## src/hw/rtl/rtp_pkg.sv

```systemverilog
// Types, constants and arctangent table shared by the rectangular to polar converter.
`timescale 1ns / 1ps

package rtp_pkg;

   localparam int COORD_WIDTH = 16;
   localparam int GUARD_BITS  = 16;
   localparam int DATA_WIDTH  = 35;
   localparam int ANGLE_WIDTH = 32;
   localparam int TABLE_DEPTH = 32;
   localparam int INDEX_WIDTH = 5;
   localparam int HI_WIDTH    = DATA_WIDTH - ANGLE_WIDTH;

   localparam logic [ANGLE_WIDTH-1:0] INV_GAIN = 32'd2608131496;
   localparam logic [ANGLE_WIDTH-1:0] HALF_TURN = 32'h8000_0000;

   localparam logic [ANGLE_WIDTH-1:0] ATAN_TABLE [TABLE_DEPTH] = '{
      32'h20000000, 32'h12E4051E, 32'h09FB385B, 32'h051111D4,
      32'h028B0D43, 32'h0145D7E1, 32'h00A2F61E, 32'h00517C55,
      32'h0028BE53, 32'h00145F2F, 32'h000A2F98, 32'h000517CC,
      32'h00028BE6, 32'h000145F3, 32'h0000A2FA, 32'h0000517D,
      32'h000028BE, 32'h0000145F, 32'h00000A30, 32'h00000518,
      32'h0000028C, 32'h00000146, 32'h000000A3, 32'h00000051,
      32'h00000029, 32'h00000014, 32'h0000000A, 32'h00000005,
      32'h00000003, 32'h00000001, 32'h00000001, 32'h00000000
   };

   typedef struct packed {
      logic signed [COORD_WIDTH-1:0] x_coord;
      logic signed [COORD_WIDTH-1:0] y_coord;
      logic                          last;
   } rtp_req_type;

   typedef struct packed {
      logic        [COORD_WIDTH-1:0] magnitude;
      logic signed [COORD_WIDTH-1:0] angle;
      logic                          last_out;
   } rtp_rsp_type;

   // one point on its way through the rotation stages
   typedef struct packed {
      logic signed [DATA_WIDTH-1:0]  x;
      logic signed [DATA_WIDTH-1:0]  y;
      logic        [ANGLE_WIDTH-1:0] z;
      logic                          origin;
      logic                          last;
   } rtp_lane_type;

endpackage

```

## src/hw/rtl/rtp_stage.sv

```systemverilog
// One vectoring micro-rotation stage with its own valid bit and register.
`timescale 1ns / 1ps

module rtp_stage #(
   parameter int SHIFT = 0
) (
   input  logic                 clock,
   input  logic                 reset,
   input  logic                 up_valid,
   input  rtp_pkg::rtp_lane_type up_lane,
   output logic                 up_ready,
   output logic                 down_valid,
   output rtp_pkg::rtp_lane_type down_lane,
   input  logic                 down_ready
);
   import rtp_pkg::*;

   localparam logic [INDEX_WIDTH-1:0] TAB_INDEX = INDEX_WIDTH'(SHIFT);
   localparam logic [ANGLE_WIDTH-1:0] STEP_ANGLE = ATAN_TABLE[TAB_INDEX];

   logic                         valid_ff;
   logic                         valid_in;
   rtp_lane_type                 lane_ff;
   rtp_lane_type                 lane_in;
   logic signed [DATA_WIDTH-1:0] dx;
   logic signed [DATA_WIDTH-1:0] dy;

   assign up_ready = !valid_ff || down_ready;
   assign dx = up_lane.y >>> SHIFT;
   assign dy = up_lane.x >>> SHIFT;

   always_comb begin
      lane_in = up_lane;
      // turn towards the x axis: the sign of y picks the direction
      if (!up_lane.y[DATA_WIDTH-1]) begin
         lane_in.x = up_lane.x + dx;
         lane_in.y = up_lane.y - dy;
         lane_in.z = up_lane.z + STEP_ANGLE;
      end else begin
         lane_in.x = up_lane.x - dx;
         lane_in.y = up_lane.y + dy;
         lane_in.z = up_lane.z - STEP_ANGLE;
      end
      valid_in = up_ready ? up_valid : valid_ff;
   end

   always_ff @(posedge clock) begin
      if (reset) begin
         valid_ff <= 1'b0;
      end else begin
         valid_ff <= valid_in;
      end
   end

   always_ff @(posedge clock) begin
      if (up_ready && up_valid) begin
         lane_ff <= lane_in;
      end
   end

   assign down_valid = valid_ff;
   assign down_lane  = lane_ff;

endmodule

```

## config.mk

```make
export PLATFORM = sky130hd
export DESIGN_NAME = rtp_stage
export DESIGN_NICKNAME = d
export VERILOG_FILES = /design/src/hw/rtl/rtp_pkg.sv /design/src/hw/rtl/rtp_stage.sv
export SDC_FILE = /design/constraint.sdc
export NUM_CORES = 1
export LEC_CHECK = 0
export BUFFER_PORTS_ARGS = -buffer_cell sky130_fd_sc_hd__buf_4
export CAP_MARGIN = 5
export CELL_PAD_IN_SITES_DETAIL_PLACEMENT = 2
export CELL_PAD_IN_SITES_GLOBAL_PLACEMENT = 2
export CORE_AREA = 2 2 169 171
export CTS_BUF_LIST = sky130_fd_sc_hd__clkbuf_8
export DETAILED_ROUTE_END_ITERATION = 7
export DIE_AREA = 0 0 171 173
export PLACE_DENSITY = 0.81
export SLEW_MARGIN = 25
export SYNTH_ARGS = -nofsm -noshare
export SYNTH_HDL_FRONTEND = slang
export SYNTH_SLANG_ARGS = --single-unit
```

## constraint.sdc

```tcl
create_clock -name clock -period 3.7 [get_ports clock]
set_input_delay 0.185 -clock clock [delete_from_list [all_inputs] [get_ports clock]]
set_output_delay 0.185 -clock clock [all_outputs]
set_load 0.01 [all_outputs]
```

==> results.md <==
* Status: completed
* Io pins at 214
* Die Area at a little under 30000 µm²
* Setup CP Type: input pin to register
* Leak at about 5.3 nW
* Arrival @ worst endpoint at approximately 3.2 ns
* Share of post-route cells with drive strength above 1 at 0.2142
* #FFs+latches synth at 104
* Final Cell Area at approximately 12000 µm²
* Initial antenna violation count at 0
* Clock sinks at 104
* Pre-CTS setup slack at about 0.23 ns
* FF-to-FF path depth at 3
* Vias per cell at 5.435
* R2R Setup Slk at ~1.9 ns
* Most common cell after layout, fill and taps aside: buf_4
* Routed wire length at 37860 µm
* DRT iter0 DRCs at 606
* WL/cell at 22.66 µm
* CTS tree: done
* Num rows at 61
* Worst Path Required at 3.84 ns
* Total GRT Usage at 0.2543
* Endpoint, Worst Hold: down_valid
* Total power at between 3 and 4 mW
* Dominant synthesized flop cell: edfxtp_1
* Worst-Margin Slew at roughly 0.8 ns
* Die Height at 173 µm
* Tmin final at 3.093 ns
* Final hold vios at 0
* Async SR Flop Fraction at 0
* Crit path launch type: input pin
* Starting density of the core at 0.3373
* Fin nets at ~1500
* Drt first pass iters at 5
* VDD IR max at 0.1438 mV
* Most frequent cells in the layout: buf_4, a21oi_1, inv_1
* Post-route setup TNS at 0 ns
* Hold path depth at 3
* Worst reg2reg startpoint: down_valid
* Clock tree buffer depth at 2
* Max FO, Critical Path at 9
* Largest net degree at the start of global routing at 63
* Fin crit share at 0.8359
* # DRC at 0
* Gpl congestion at between 0.8 and 0.9
* ANT cells at 0
* Slew headroom at 0.4610
* Met1 Usage GRT at 0.3308
* DR vias at 9082
* Final core occ at 0.4324
* Post-route insts no fill at 1671
* Syn_area_per_cell at around 8.9 µm²
* Die Width at 171 µm
* Seq/Total Area, Yosys at 0.3340
* Endpoints failing setup at 0
* Post-DRT Antenna Nets at 0
* P&R area growth vs syn at 28.18%
* Max-slew violation count at 0
* Syn_nets at 1263
* HP Start: up_valid
* Total grt overflow at 0
* Worst r2r dst: down_lane[51]
* Max-cap violation count at 0
* CP Capture Type: register
* Clk_lat worst skew at 0.42 ns
* Root Driver: clkbuf_8
* Met2 Use GR at 0.4420
* Skew final at 0.02351 ns
* First-pass GRT wire length at between 50000 and 60000 µm
* Ys Warns at 0
* Hold WS at between 0.03 and 0.04 ns
* Synthesized cell area at 9320 µm²
* Vias in the first global route at 9991
* Post-synthesis cell count at 1047
* GRT busiest layer: met2
* DPL Wire Length at 29610 µm
* Post-synth EDFFs at 103
* Post-DP Area at 11440 µm²
* Core Area at between 20000 and 30000 µm²
* CTS Buf Count at 9
* Clk slew on worst S/H paths at 0.12 ns
* M3 GR Usage at 0.02586
* HP Class: input pin to register
* CTS resizes at 0
* Worst setup slack after layout at 0.6073 ns
* Placed cell count at around 1600
* Power per cell area at 332.0 nW/µm²
* PortBufs at roughly 210
* Post-synth cell types at 79
* Max Clk Rate at 0.3233 GHz
* RSZ-0062 raised after global routing: false
* H-tree Lvls at 3
==> where the power goes <==
part / leakage, nW / internal, mW / switching, mW
sequential: 1.00 / 1.48 / 0.0526
clock: 0.0907 / 0.256 / 0.508
combinational: 4.17 / 0.693 / 0.971
==> worst max-delay path by stage <==
| stage | startpoint | endpoint | depth (start not counted) |
|---|---|---|---|
| floorplan | down_valid | down_lane[0] | 2 |
| global placement | up_lane[44] | down_lane[53] | 12 |
| detailed placement | up_lane[45] | down_lane[68] | 12 |
| CTS | up_lane[45] | down_lane[68] | 12 |
| global route | up_lane[45] | down_lane[68] | 12 |
| finish | up_lane[45] | down_lane[68] | 12 |
==> synthesized netlist by cell type (20+ instances only) <==
| cell type | n | area share |
|---|---|---|
| a21o_1 | 24 | 0.019 |
| o21ai_0 | 75 | 0.040 |
| nor2_1 | 84 | 0.034 |
| nand4_1 | 20 | 0.013 |
| nor3_1 | 22 | 0.012 |
| inv_1 | 107 | 0.043 |
| edfxtp_1 | 103 | 0.33 |
| ha_1 | 104 | 0.14 |
| a21oi_1 | 109 | 0.059 |
| nand2_1 | 53 | 0.021 |
| clkbuf_1 | 23 | 0.0093 |
| xnor2_1 | 66 | 0.062 |
| o21bai_1 | 25 | 0.020 |
==> metal layers <==
metal / up-vias / wire length [µm] / share of wire
met5: - / 0 / 0
met1: 4525 / 16800 / 0.44
met2: 276 / 18530 / 0.49
li1: 4228 / - / -
met4: 0 / 931 / 0.025
met3: 53 / 1594 / 0.042
==> kinds of logic (layout without fill, tap and decap cells) <==
group	Yosys count	count (layout)	share of synthesized area
XOR/XNOR	68	68	0.06390
AND/OR/NAND/NOR	250	250	0.1295
multiplexers	17	17	0.01839
flip-flops	104	104	0.3340
buffers and inverters	157	403	0.06578
AO/OA/AOI/OAI	343	343	0.2402
adder cells (fa/ha/maj)	108	108	0.1482
==> sequential cells by signal, summed over array words and instances, names as in the netlist <==
register / cells
down_valid: 1
down_lane: 103
==> repair_timing <==
item                                    4_1_cts  5_1_grt
hold endpoints to repair                     32        0
hold buffers                                 32        0
endpoints found under the setup margin        0        0
setup buffers                                 0        0
==> layout make-up <==
type / instances / area, µm²
Inverter: 111 / 416.7
Clock buffer: 9 / 123.9
Tap cell: 378 / 473.0
Fill cell: 3108 / 15680
Multi-Input combinational cell: 786 / 5597
Timing Repair Buffer: 276 / 2165
Sequential cell: 104 / 3113
Clock inverter: 7 / 58.81
==> critical path: stages <==
cell and delay [ns]:
buf_4 0.10, inv_1 0.06, ha_1 0.48, clkinv_1 0.38
a21oi_1 0.30, nand4_1 0.18, o21ai_2 0.36, o221ai_4 0.25
a2111oi_2 0.36, nor3_1 0.14, o31ai_1 0.31, xor2_1 0.11
No activity file was read; power rests on OpenSTA's default activity.
